### src/rtl/core/mshp_pkg.sv
// Shared constants, codes and controller/datapath command types.
// No dependencies.
`default_nettype none

package mshp_pkg;

    localparam int unsigned DUTY_BITS_DEF = 16;

    localparam int unsigned TOP_W  = 16;
    localparam int unsigned STEP_W = 7;
    localparam int unsigned PCT_W  = 7;
    localparam int unsigned DIR_W  = 2;
    localparam int unsigned TGT_W  = 8;
    localparam int unsigned CFG_IDX_W  = 1;
    localparam int unsigned CFG_DATA_W = 16;

    // register indexes
    localparam logic [CFG_IDX_W-1:0] CFG_PWM_TOP   = 1'd0;
    localparam logic [CFG_IDX_W-1:0] CFG_RAMP_STEP = 1'd1;

    localparam logic [TOP_W-1:0]  PWM_TOP_RST   = 16'd999;
    localparam logic [STEP_W-1:0] RAMP_STEP_RST = 7'd5;

    // direction codes
    localparam logic [DIR_W-1:0] DIR_FWD   = 2'd0;
    localparam logic [DIR_W-1:0] DIR_BWD   = 2'd1;
    localparam logic [DIR_W-1:0] DIR_BRAKE = 2'd2;
    localparam logic [DIR_W-1:0] DIR_COAST = 2'd3;

    localparam logic [PCT_W-1:0]  PCT_FULL     = 7'd100;
    localparam logic [TGT_W-1:0]  TGT_FULL     = 8'd100;
    localparam logic [STEP_W-1:0] STEP_MIN     = 7'd4;

    // x/100 == (x*DIV_MAGIC)>>DIV_SHIFT, exact for x < 2^23
    localparam int unsigned PROD_W    = 23;
    localparam int unsigned DIV_SHIFT = 30;
    localparam int unsigned QUOT_W    = 17;
    localparam logic [23:0] DIV_MAGIC = 24'd10737419;

    typedef struct packed {
        logic load;         // latch accepted command
        logic set_dir;      // dir_now <= commanded direction
        logic step_down;    // speed toward zero
        logic step_toward;  // speed toward target
        logic step_stop;    // zero-speed result, clear speed
        logic mul1;         // pct * (top + 1)
        logic mul2;         // reciprocal multiply for /100
        logic emit;         // load output register
        logic last;         // last flag for emitted word
    } dp_cmd_t;

    typedef struct packed {
        logic cur_zero;
        logic at_target;
        logic tgt_zero;
        logic stop_dir;     // commanded brake or coast
        logic dir_differs;
        logic out_free;
    } dp_stat_t;

endpackage

`default_nettype wire

### src/rtl/core/mshp_ifs.sv
// Valid/ready channel interfaces: command word in, result word out.
// Depends on mshp_pkg.
`default_nettype none

interface mshp_cmd_if import mshp_pkg::*; ();
    logic             valid;
    logic             ready;
    logic [DIR_W-1:0] direction;
    logic [TGT_W-1:0] speed_target;

    modport source (output valid, output direction, output speed_target, input ready);
    modport sink   (input valid, input direction, input speed_target, output ready);
endinterface

interface mshp_res_if import mshp_pkg::*; #(
    parameter int unsigned DUTY_BITS = DUTY_BITS_DEF
) ();
    logic                 valid;
    logic                 ready;
    logic [DUTY_BITS-1:0] duty_ch1;
    logic [DUTY_BITS-1:0] duty_ch2;
    logic [PCT_W-1:0]     speed_now;
    logic                 last;

    modport source (output valid, output duty_ch1, output duty_ch2, output speed_now,
                    output last, input ready);
    modport sink   (input valid, input duty_ch1, input duty_ch2, input speed_now,
                    input last, output ready);
endinterface

`default_nettype wire

### src/rtl/core/motor_speed_ramp_hbridge_pwm_unit.sv
// Top level: DC motor soft-start ramp with H-bridge compare outputs.
// Depends on mshp_pkg, mshp_ifs, mshp_ctl, mshp_dp.
//
//  channel | dir | payload                                  | handshake
//  --------+-----+------------------------------------------+------------
//  cmd     | in  | direction[1:0], speed_target[7:0]        | valid/ready
//  res     | out | duty_ch1, duty_ch2, speed_now[6:0], last | valid/ready
//  cfg     | in  | cfg_we, cfg_index[0], cfg_data[15:0]     | write only
//
// A command word passes accept and decide, then step, two multiply stages
// and emit for each result word; up to 51 result words. cmd.ready is
// high only while the sequencer is idle. A stalled res.ready holds the
// sequencer in emit. No clearing pass at reset.
`default_nettype none

module motor_speed_ramp_hbridge_pwm_unit import mshp_pkg::*; #(
    parameter int unsigned DUTY_BITS = DUTY_BITS_DEF
) (
    input  wire logic                  clk,
    input  wire logic                  rst_n,
    mshp_cmd_if.sink                   cmd,
    mshp_res_if.source                 res,
    input  wire logic                  cfg_we,
    input  wire logic [CFG_IDX_W-1:0]  cfg_index,
    input  wire logic [CFG_DATA_W-1:0] cfg_data
);

    dp_cmd_t  dp_cmd;     // sequencer -> datapath
    dp_stat_t dp_stat;    // datapath -> sequencer
    logic     in_ready;

    assign cmd.ready = in_ready;

    // sequencer: walks down / toward / stop phases
    mshp_ctl u_ctl (
        .clk      (clk),
        .rst_n    (rst_n),
        .in_valid (cmd.valid),
        .in_ready (in_ready),
        .stat     (dp_stat),
        .cmd      (dp_cmd)
    );

    // datapath: state, step math, duty multiply, output word register
    mshp_dp #(
        .DUTY_BITS (DUTY_BITS)
    ) u_dp (
        .clk          (clk),
        .rst_n        (rst_n),
        .cfg_we       (cfg_we),
        .cfg_index    (cfg_index),
        .cfg_data     (cfg_data),
        .direction    (cmd.direction),
        .speed_target (cmd.speed_target),
        .cmd          (dp_cmd),
        .stat         (dp_stat),
        .res_ready    (res.ready),
        .res_valid    (res.valid),
        .duty_ch1     (res.duty_ch1),
        .duty_ch2     (res.duty_ch2),
        .speed_now    (res.speed_now),
        .last         (res.last)
    );

endmodule

`default_nettype wire

### src/rtl/core/mshp_ctl.sv
// Ramp sequencer: walks down/toward/stop phases, one result per pass.
// Depends on mshp_pkg.
`default_nettype none

module mshp_ctl import mshp_pkg::*; (
    input  wire logic     clk,
    input  wire logic     rst_n,
    input  wire logic     in_valid,
    output logic          in_ready,
    input  wire dp_stat_t stat,
    output dp_cmd_t       cmd
);

    typedef enum logic [2:0] {
        S_IDLE,
        S_DECIDE,
        S_STEP,
        S_MUL1,
        S_MUL2,
        S_EMIT
    } state_t;

    typedef enum logic [1:0] {
        PH_DOWN,
        PH_TOWARD,
        PH_STOP
    } phase_t;

    state_t state_reg, state_next;
    phase_t phase_reg, phase_next;
    logic   last_w;

    assign in_ready = (state_reg == S_IDLE);

    always_comb
    begin
        unique case (phase_reg)
            PH_DOWN:   last_w = stat.cur_zero && stat.tgt_zero && !stat.stop_dir;
            PH_TOWARD: last_w = stat.at_target && !stat.stop_dir;
            PH_STOP:   last_w = 1'b1;
            default:   last_w = 1'b1;
        endcase
    end

    always_comb
    begin
        cmd        = '0;
        state_next = state_reg;
        phase_next = phase_reg;
        unique case (state_reg)
            S_IDLE:
            begin
                if (in_valid)
                begin
                    cmd.load   = 1'b1;
                    state_next = S_DECIDE;
                end
            end
            S_DECIDE:
            begin
                if (stat.dir_differs && !stat.cur_zero)
                begin
                    phase_next = PH_DOWN;
                    state_next = S_STEP;
                end
                else
                begin
                    cmd.set_dir = 1'b1;
                    if (!stat.at_target)
                    begin
                        phase_next = PH_TOWARD;
                        state_next = S_STEP;
                    end
                    else if (stat.stop_dir)
                    begin
                        phase_next = PH_STOP;
                        state_next = S_STEP;
                    end
                    else
                    begin
                        state_next = S_IDLE;
                    end
                end
            end
            S_STEP:
            begin
                unique case (phase_reg)
                    PH_DOWN:   cmd.step_down   = 1'b1;
                    PH_TOWARD: cmd.step_toward = 1'b1;
                    PH_STOP:   cmd.step_stop   = 1'b1;
                    default:   cmd.step_stop   = 1'b1;
                endcase
                state_next = S_MUL1;
            end
            S_MUL1:
            begin
                cmd.mul1   = 1'b1;
                state_next = S_MUL2;
            end
            S_MUL2:
            begin
                cmd.mul2   = 1'b1;
                state_next = S_EMIT;
            end
            S_EMIT:
            begin
                if (stat.out_free)
                begin
                    cmd.emit = 1'b1;
                    cmd.last = last_w;
                    if (last_w)
                    begin
                        if (phase_reg == PH_DOWN)
                            cmd.set_dir = 1'b1;
                        state_next = S_IDLE;
                    end
                    else
                    begin
                        state_next = S_STEP;
                        unique case (phase_reg)
                            PH_DOWN:
                            begin
                                if (stat.cur_zero)
                                begin
                                    cmd.set_dir = 1'b1;
                                    phase_next  = stat.tgt_zero ? PH_STOP : PH_TOWARD;
                                end
                            end
                            PH_TOWARD:
                            begin
                                if (stat.at_target)
                                    phase_next = PH_STOP;
                            end
                            default: phase_next = phase_reg;
                        endcase
                    end
                end
            end
            default: state_next = S_IDLE;
        endcase
    end

    always_ff @(posedge clk or negedge rst_n)
    begin
        if (!rst_n)
        begin
            state_reg <= S_IDLE;
            phase_reg <= PH_TOWARD;
        end
        else
        begin
            state_reg <= state_next;
            phase_reg <= phase_next;
        end
    end

endmodule

`default_nettype wire

### src/rtl/core/mshp_dp.sv
// Datapath: config registers, speed/direction state, step arithmetic,
// two-stage duty multiply (/100 by reciprocal) and output register.
// Depends on mshp_pkg.
`default_nettype none

module mshp_dp import mshp_pkg::*; #(
    parameter int unsigned DUTY_BITS = DUTY_BITS_DEF
) (
    input  wire logic                  clk,
    input  wire logic                  rst_n,
    input  wire logic                  cfg_we,
    input  wire logic [CFG_IDX_W-1:0]  cfg_index,
    input  wire logic [CFG_DATA_W-1:0] cfg_data,
    input  wire logic [DIR_W-1:0]      direction,
    input  wire logic [TGT_W-1:0]      speed_target,
    input  wire dp_cmd_t               cmd,
    output dp_stat_t                   stat,
    input  wire logic                  res_ready,
    output logic                       res_valid,
    output logic [DUTY_BITS-1:0]       duty_ch1,
    output logic [DUTY_BITS-1:0]       duty_ch2,
    output logic [PCT_W-1:0]           speed_now,
    output logic                       last
);

    logic [TOP_W-1:0]     pwm_top_reg;
    logic [STEP_W-1:0]    ramp_step_reg;
    logic [PCT_W-1:0]     cur_reg;
    logic [DIR_W-1:0]     dir_now_reg;
    logic [DIR_W-1:0]     dir_cmd_reg;
    logic [PCT_W-1:0]     tgt_reg;
    logic [PCT_W-1:0]     res_pct_reg;
    logic [DIR_W-1:0]     res_dir_reg;
    logic [PROD_W-1:0]    prod_reg;
    logic [QUOT_W-1:0]    quot_reg;
    logic                 out_valid_reg;
    logic [DUTY_BITS-1:0] ch1_reg;
    logic [DUTY_BITS-1:0] ch2_reg;
    logic [PCT_W-1:0]     spd_reg;
    logic                 last_reg;

    logic [STEP_W-1:0]    step_eff;
    logic [PCT_W-1:0]     dn_pct;
    logic [PCT_W:0]       up_sum;
    logic [PCT_W-1:0]     up_pct;
    logic [PCT_W-1:0]     tw_pct;
    logic [23:0]          prod_full;
    logic [46:0]          quot_full;
    logic [TOP_W-1:0]     duty16;
    logic [TOP_W-1:0]     c1;
    logic [TOP_W-1:0]     c2;
    logic [31:0]          c1_ext;
    logic [31:0]          c2_ext;

    // step arithmetic
    always_comb
    begin
        step_eff = (ramp_step_reg < STEP_MIN) ? STEP_MIN : ramp_step_reg;
        dn_pct   = (cur_reg >= step_eff) ? (cur_reg - step_eff) : '0;
        up_sum   = {1'b0, cur_reg} + {1'b0, step_eff};
        up_pct   = (up_sum > {1'b0, tgt_reg}) ? tgt_reg : up_sum[PCT_W-1:0];
        if (cur_reg < tgt_reg)
            tw_pct = up_pct;
        else
            tw_pct = (dn_pct < tgt_reg) ? tgt_reg : dn_pct;
    end

    // duty multiply chain
    assign prod_full = 24'(res_pct_reg) * 24'({1'b0, pwm_top_reg} + 17'd1);
    assign quot_full = 47'(prod_reg) * 47'(DIV_MAGIC);

    always_comb
    begin
        duty16 = (quot_reg > {1'b0, pwm_top_reg}) ? pwm_top_reg : quot_reg[TOP_W-1:0];
        c1 = '0;
        c2 = '0;
        unique case (res_dir_reg)
            DIR_FWD:   c1 = duty16;
            DIR_BWD:   c2 = duty16;
            DIR_BRAKE:
            begin
                c1 = pwm_top_reg;
                c2 = pwm_top_reg;
            end
            DIR_COAST: c1 = '0;
            default:   c1 = '0;
        endcase
        c1_ext = {16'b0, c1};
        c2_ext = {16'b0, c2};
    end

    assign stat.cur_zero    = (cur_reg == '0);
    assign stat.at_target   = (cur_reg == tgt_reg);
    assign stat.tgt_zero    = (tgt_reg == '0);
    assign stat.stop_dir    = (dir_cmd_reg == DIR_BRAKE) || (dir_cmd_reg == DIR_COAST);
    assign stat.dir_differs = (dir_cmd_reg != dir_now_reg);
    assign stat.out_free    = !out_valid_reg || res_ready;

    // control state
    always_ff @(posedge clk or negedge rst_n)
    begin
        if (!rst_n)
        begin
            pwm_top_reg   <= PWM_TOP_RST;
            ramp_step_reg <= RAMP_STEP_RST;
            cur_reg       <= '0;
            dir_now_reg   <= DIR_COAST;
            out_valid_reg <= 1'b0;
        end
        else
        begin
            if (cfg_we)
            begin
                unique case (cfg_index)
                    CFG_PWM_TOP:   pwm_top_reg   <= cfg_data[TOP_W-1:0];
                    CFG_RAMP_STEP: ramp_step_reg <= cfg_data[STEP_W-1:0];
                    default:       pwm_top_reg   <= pwm_top_reg;
                endcase
            end
            if (cmd.set_dir)
                dir_now_reg <= dir_cmd_reg;
            if (cmd.step_down)
                cur_reg <= dn_pct;
            else if (cmd.step_toward)
                cur_reg <= tw_pct;
            else if (cmd.step_stop)
                cur_reg <= '0;
            if (cmd.emit)
                out_valid_reg <= 1'b1;
            else if (res_ready)
                out_valid_reg <= 1'b0;
        end
    end

    // payload
    always_ff @(posedge clk)
    begin
        if (cmd.load)
        begin
            dir_cmd_reg <= direction;
            tgt_reg     <= (speed_target > TGT_FULL) ? PCT_FULL : speed_target[PCT_W-1:0];
        end
        if (cmd.step_down || cmd.step_toward || cmd.step_stop)
        begin
            res_dir_reg <= dir_now_reg;
            res_pct_reg <= cmd.step_down ? dn_pct : (cmd.step_toward ? tw_pct : '0);
        end
        if (cmd.mul1)
            prod_reg <= prod_full[PROD_W-1:0];
        if (cmd.mul2)
            quot_reg <= quot_full[DIV_SHIFT +: QUOT_W];
        if (cmd.emit)
        begin
            ch1_reg  <= c1_ext[DUTY_BITS-1:0];
            ch2_reg  <= c2_ext[DUTY_BITS-1:0];
            spd_reg  <= res_pct_reg;
            last_reg <= cmd.last;
        end
    end

    assign res_valid = out_valid_reg;
    assign duty_ch1  = ch1_reg;
    assign duty_ch2  = ch2_reg;
    assign speed_now = spd_reg;
    assign last      = last_reg;

endmodule

`default_nettype wire

### src/flat_wrapper.sv
// flat-port wrapper written by rule: the top's interface ports become plain ports
module motor_speed_ramp_hbridge_pwm_unit_flat import mshp_pkg::*;
#(
    parameter int unsigned DUTY_BITS = DUTY_BITS_DEF
)
  (clk, rst_n, cfg_we, cfg_index, cfg_data, cmd_valid, cmd_direction, cmd_speed_target, cmd_ready, res_valid, res_duty_ch1, res_duty_ch2, res_speed_now, res_last, res_ready);
  mshp_cmd_if cmd_i ();
  mshp_res_if #(.DUTY_BITS(DUTY_BITS)) res_i ();
  input  wire logic clk;
  input  wire logic rst_n;
  input  wire logic cfg_we;
  input  wire logic [CFG_IDX_W-1:0] cfg_index;
  input  wire logic [CFG_DATA_W-1:0] cfg_data;
  input wire logic [$bits(cmd_i.valid)-1:0] cmd_valid;
  input wire logic [$bits(cmd_i.direction)-1:0] cmd_direction;
  input wire logic [$bits(cmd_i.speed_target)-1:0] cmd_speed_target;
  output wire logic [$bits(cmd_i.ready)-1:0] cmd_ready;
  output wire logic [$bits(res_i.valid)-1:0] res_valid;
  output wire logic [$bits(res_i.duty_ch1)-1:0] res_duty_ch1;
  output wire logic [$bits(res_i.duty_ch2)-1:0] res_duty_ch2;
  output wire logic [$bits(res_i.speed_now)-1:0] res_speed_now;
  output wire logic [$bits(res_i.last)-1:0] res_last;
  input wire logic [$bits(res_i.ready)-1:0] res_ready;
  assign cmd_i.valid = cmd_valid;
  assign cmd_i.direction = cmd_direction;
  assign cmd_i.speed_target = cmd_speed_target;
  assign cmd_ready = cmd_i.ready;
  assign res_valid = res_i.valid;
  assign res_duty_ch1 = res_i.duty_ch1;
  assign res_duty_ch2 = res_i.duty_ch2;
  assign res_speed_now = res_i.speed_now;
  assign res_last = res_i.last;
  assign res_i.ready = res_ready;
  motor_speed_ramp_hbridge_pwm_unit #(.DUTY_BITS(DUTY_BITS)) u_core (.clk(clk), .rst_n(rst_n), .cmd(cmd_i), .res(res_i), .cfg_we(cfg_we), .cfg_index(cfg_index), .cfg_data(cfg_data));
endmodule
### config.mk
export PLATFORM = sky130hd
export DESIGN_NAME = motor_speed_ramp_hbridge_pwm_unit_flat
export DESIGN_NICKNAME = d
export VERILOG_FILES = /design/src/rtl/core/mshp_pkg.sv /design/src/rtl/core/mshp_ifs.sv /design/src/rtl/core/motor_speed_ramp_hbridge_pwm_unit.sv /design/src/rtl/core/mshp_ctl.sv /design/src/rtl/core/mshp_dp.sv /design/src/flat_wrapper.sv
export SDC_FILE = /design/constraint.sdc
export NUM_CORES = 1
export LEC_CHECK = 0
export BUFFER_PORTS_ARGS = -buffer_cell sky130_fd_sc_hd__buf_2
export CORE_MARGIN = 2
export CORE_UTILIZATION = 57
export CTS_CLUSTER_SIZE = 30
export DETAILED_ROUTE_END_ITERATION = 6
export GPL_TIMING_DRIVEN = 0
export PLACE_DENSITY = 0.74
export SYNTH_ARGS = -nofsm -noshare
export SYNTH_HDL_FRONTEND = slang
export SYNTH_SLANG_ARGS = --single-unit
export TNS_END_PERCENT = 5
### constraint.sdc
create_clock -name clk -period 6 [get_ports clk]
set_clock_uncertainty 0.05 [all_clocks]
set_input_delay 0.6 -clock clk [delete_from_list [all_inputs] [get_ports clk]]
set_output_delay 0.6 -clock clk [all_outputs]
set_load 0.005 [all_outputs]
Yosys cells after proc, flatten, opt, wreduce, memory -nomap -nowiden. Index checks and enable logic that the tools add are counted.

Add/sub/neg operators: 3. Multiply operators: 2. Magnitude comparators: 7. Equality and inequality tests: 19. Mux-type cells: 49. Bitwise operators: 1. Reduce and logical (&&, ||, !) cells: 25.

Operators with widths (number): 7-bit 2-to-1 mux (10); 16-bit case mux with 2 select lines (2); 23-bit by 24-bit multiplier with 47-bit output (second input constant) (1); 2-bit 2-to-1 mux (12); 7-bit by 17-bit multiplier with 23-bit output (1); 3-bit case mux with 6 select lines (1); 16-bit by 1-bit adder with 17-bit output (second input constant) (1); 17-bit by 16-bit > comparator with 1-bit output (1); 16-bit 2-to-1 mux (1); 3-bit 2-to-1 mux (5); 7-bit logical NOT (2); 7-bit < comparator (2); 1-bit 2-to-1 mux (14); 3-bit != test (second input constant) (3); 7-bit by 7-bit adder with 8-bit output (1); 8-bit by 7-bit > comparator with 1-bit output (1); 8-bit by 7-bit > comparator with 1-bit output (second input constant) (1); 2-bit case mux with 2 select lines (2); 2-bit AND reduction (4); 7-bit == test (1); 7-bit >= comparator (1); 7-bit by 3-bit < comparator with 1-bit output (second input constant) (1); 7-bit AND reduction (1); 7-bit subtractor (1); other kinds (19) (36).

Bits in registers: 136. Input bits: 32. Output and inout port bits: 42. Word-level logic and storage cells: 123.

Logic depth before layout (Yosys ltp).
Depth in word-level cells: 9. Mapped depth: 25.

Hierarchy. A second synthesis with hierarchy kept.

Cells, all modules: 1915. Area total of the unflattened synthesis: 19642.6 µm².

Modules (own cells, without submodules): mshp_dp (times used 1, cells an instance 1860, area each 19198.4 µm², seq. area each 3783.6 µm²); mshp_ctl (times used 1, cells an instance 55, area each 444.2 µm², seq. area each 126.4 µm²).

Worst setup path before layout. Ideal clock, no wire load.

Path type: flip-flop to flip-flop. From: register u_core.u_dp.prod_reg[6]. To: register u_core.u_dp.quot_reg[14] (data pin). Arrival time: 6.141 ns. Path slack: -0.456 ns. Stages on the path, launching flop included: 24. Path buffers: 0. Clock period less this slack: 6.456 ns. Cells stage by stage: edfxtp_1 -> inv_1 -> fa_1 -> inv_1 -> fa_1 -> inv_1 -> fa_1 -> fa_1 -> inv_1 -> fa_1 -> fa_1 -> inv_1 -> fa_1 -> inv_1 -> ha_1 -> nand4_1 -> nor2_1 -> o311a_1 -> a211o_1 -> a211oi_2 -> o21ai_2 -> a21boi_2 -> o21ai_0 -> xor2_1.

Longest elaborated chain between the ends: 1.

RTL lines: from (decl) (RTL line mshp_dp.sv:34) `logic [PROD_W-1:0] prod_reg;`; from (signal assigned) (RTL line mshp_dp.sv:149) `prod_reg <= prod_full[PROD_W-1:0];`; 23-bit by 24-bit multiplier with 47-bit output (RTL line mshp_dp.sv:70) `assign quot_full = 47'(prod_reg) * 47'(DIV_MAGIC);`; named net u_core.u_dp.quot_full[44] (RTL line mshp_dp.sv:48) `logic [46:0] quot_full;`; to (signal assigned) (RTL line mshp_dp.sv:151) `quot_reg <= quot_full[DIV_SHIFT +: QUOT_W];`; to (decl) (RTL line mshp_dp.sv:35) `logic [QUOT_W-1:0] quot_reg;`.

The timed path passes the listed nets, and every way through them passes these cells. A chain may end at the register's enable or synchronous reset.

Final worst setup path.
From: register u_core.u_dp.prod_reg[13]. To: register u_core.u_dp.quot_reg[16] (data pin).

Same word-level chain as after synthesis.

==> results.yml <==
run_status:
  outcome: "complete, but fails checks"
  violations: "negative setup slack"
synth:
  synthArstFlopShare_pct: 27.9
  ys_seq_area_share_pct: 19.8
  ys_ff_latch: 136
  synth-edff-count: 98
  synth-xor-area-share_pct: 2.93
  yosysUniqueCellTypes: 67
  avgSynthCellArea_um2: 10.2
  synthCells: 1927
  synthTopCellsByArea: "fa_1, ha_1, edfxtp_1"
  yosysMostFrequentCell: "inv_1"
  ys_warn_count: 0
  synth_compound_area_share_pct: 8.93
  synth_top_area_cell: "fa_1"
  synth_top_area_share_pct: 27.4
  synth_top_family_by_area: "adder cells"
  synth_ff_type: "edfxtp_1"
  synth_simple_gate_area_share_pct: 8.99
  synth_fp_nets: 2567
  synth_fa_ha_area_share_pct: 48.9
  synthTopCellsByCount: "inv_1, ha_1, fa_1"
  synth_mux_area_share_pct: 0.997
  synth_area_um2: 19700
routing:
  drt-total-wl_um: 49500
  route.met2.wl_um: 24500
  wl_met1_um: 19000
  num_vias: 14200
  drc_errors: 0
  drt_iter0_drc: 1019
  avgRoutedWirePerCell_um: 19.6
  routed.top_layer: "met5"
  first_pass_iters: 6
  detail-route-antenna-nets: 0
  vias_per_cell: 5.61
  route.met3.wl_um: 2910
clock_tree:
  cts_hold_buf: 0
  clock_sinks: 136
  cts_max_level: 4
  clock_latency_ns: 0.44
  cts_tree: "done"
  clk_transition_reported_paths_ns: 0.06
  cts_buffer_depth: 2
  numCtsBuffers: 17
  root_buffer: "clkbuf_16"
timing:
  fin_tns_setup_ns: -11.03
  period_share_pct: 115
  finalCriticalPeriod_ns: 6.87
  finalHoldViolations: 0
  fmax_mhz: 145
  setup_ws_ns: -0.873
  slew_violations: 0
  setup_viol: 23
  worst_pin_slew_ns: 1.12
  rsz0062_at_grt: "true"
  slew_headroom_pct: 25.1
floorplanning:
  core_area_um2: 34300
  die_w_um: 190
  die-area_um2: 36100
  ios: 74
  std_cell_rows: 68
  initial_core_util_pct: 57.5
  die_h_um: 190
worst_setup_path:
  cp.depth: 18
  crit_type: "reg -> reg"
  worst-path-max-fanout: 8
  crit_top_cell: "fa_1"
  path_delay_family: "adder cells"
  timing.reg2reg.setup_slack_ns: -0.87
  cp-start-kind: "flop"
  slowest_stage: "fa_1"
  crit_chain: "fa_1 > fa_1 > fa_1 > inv_1 > fa_1 > fa_1 > fa_1 > fa_1 > ha_1 > nand2_1 > nor2_1 > nand3_4 > nor3_4 > a211oi_4 > o21ai_4 > a21boi_2 > o31a_1 > xnor2_2"
  arrival_ns: 7.03
  required_ns: 6.16
  end_kind: "flop"
  critPathBufInv: 1
  r2r_cells: 18
  cpPeakStageDelay_ns: 0.70
global_routing:
  grt_max_degree: 41
  grt_usage_pct: 29.0
  antenna_found_initial: 1
  overflow: 0
  grt_pass1_wl_um: 79200
  first_global_vias: 15300
final_layout:
  design_area_um2: 21900
  ff_latch_area_um2: 3910
  synthToLayoutAreaGrowth_pct: 11.4
  final_util_pct: 64.0
  multi_input_area_um2: 14300
  final_nets: 2699
  largest_reg_flops: 23
  diodes: 0
  drive_gt1_share_pct: 12.2
  nFillCells: 2707
place:
  gp_congestion: 0.971
  post_dp_cell_area_um2: 20700
  dp_hpwl_um: 40900
  post-place-ws_ns: -1.27
  portBuffers: 73
run:
  cap_viol_max_count: 0
worst_hold_path:
  hold_class: "in -> async"
## what timing repair did
item | in CTS | in global routing
cloned | 0 | 0
hold endpoints to repair | 0 | 0
resized for setup | 40 | 27
buffers inserted | 17 | 22
setup endpoints to repair | 24 | 26
pin swaps | 8 | 9
## cell usage in the layout (no fill, tap or decap), drive strengths merged, types with 28 or more instances in the layout
cell type	synthesis	layout
buf	8	121
clkbuf	22	39
ha	338	338
a22o	33	33
inv	457	464
edfxtp	98	98
nand2	118	118
fa	270	270
o21ai	52	52
nor2	38	38
nor2b	41	41
xnor2	49	49
a21oi	62	62
nand3	28	28
and2	48	48
a21o	34	34
## per-layer routing
layer | GRT usage (%) | vias up
met5 | 0 | -
met4 | 16.1 | 2
met3 | 3.89 | 154
met2 | 50.1 | 536
met1 | 35.1 | 6979
li1 | - | 6498
## path summary, 6_finish.rpt
path	from	to
worst max register to register	u_core.u_dp.prod_reg[13]	u_core.u_dp.quot_reg[16]
max in group asynchronous	rst_n	u_core.u_dp.cur_reg[1]
worst min-delay path	rst_n	u_core.u_dp.cur_reg[5]
min in group clk	cmd_direction[0]	u_core.u_dp.dir_cmd_reg[0]
worst max-delay path	u_core.u_dp.prod_reg[13]	u_core.u_dp.quot_reg[16]
worst min register to register	u_core.u_dp.ramp_step_reg[1]	u_core.u_dp.ramp_step_reg[1]
## cell families (layout without fill, tap and decap cells)
kind of cell               count (synthesis)  after routing
adders and majority gates                608            608
buffers and inverters                    487            632
and+or+nand+nor                          351            351
AOI/OAI and AO/OA                        261            261
DFF                                      136            136
xor gates and xnor gates                  66             66
muxes                                     18             18
## worst register-to-register path, cell delays in order (launching register included)
cell	delay (ns)
edfxtp_1	0.63
fa_1	0.71
fa_1	0.48
fa_1	0.54
inv_1	0.06
fa_1	0.55
fa_1	0.45
fa_1	0.41
fa_1	0.47
ha_1	0.36
nand2_1	0.07
nor2_1	0.28
nand3_4	0.16
nor3_4	0.30
a211oi_4	0.13
o21ai_4	0.29
a21boi_2	0.12
o31a_1	0.28
xnor2_2	0.32
## through the flow
stage,cells,hold WS (ns)
global route,2527,0.275
detailed placement,2456,0.440
CTS,2505,0.253
floorplan,1927,0.254
global placement,2455,0.443
finish,2527,0.235
## layout make-up
type / count / area share, %
Timing Repair Buffer: 113 / 3.09
Clock buffer: 17 / 1.94
Clock inverter: 15 / 0.741
Multi-Input combinational cell: 1304 / 65.4
Inverter: 457 / 7.83
Buffer: 30 / 0.616
Sequential cell: 136 / 17.8
Tap cell: 455 / 2.59
Power is left out: the tool's default activity adds up to more than one toggle a clock period on the data nets, which glitch-free logic cannot reach.
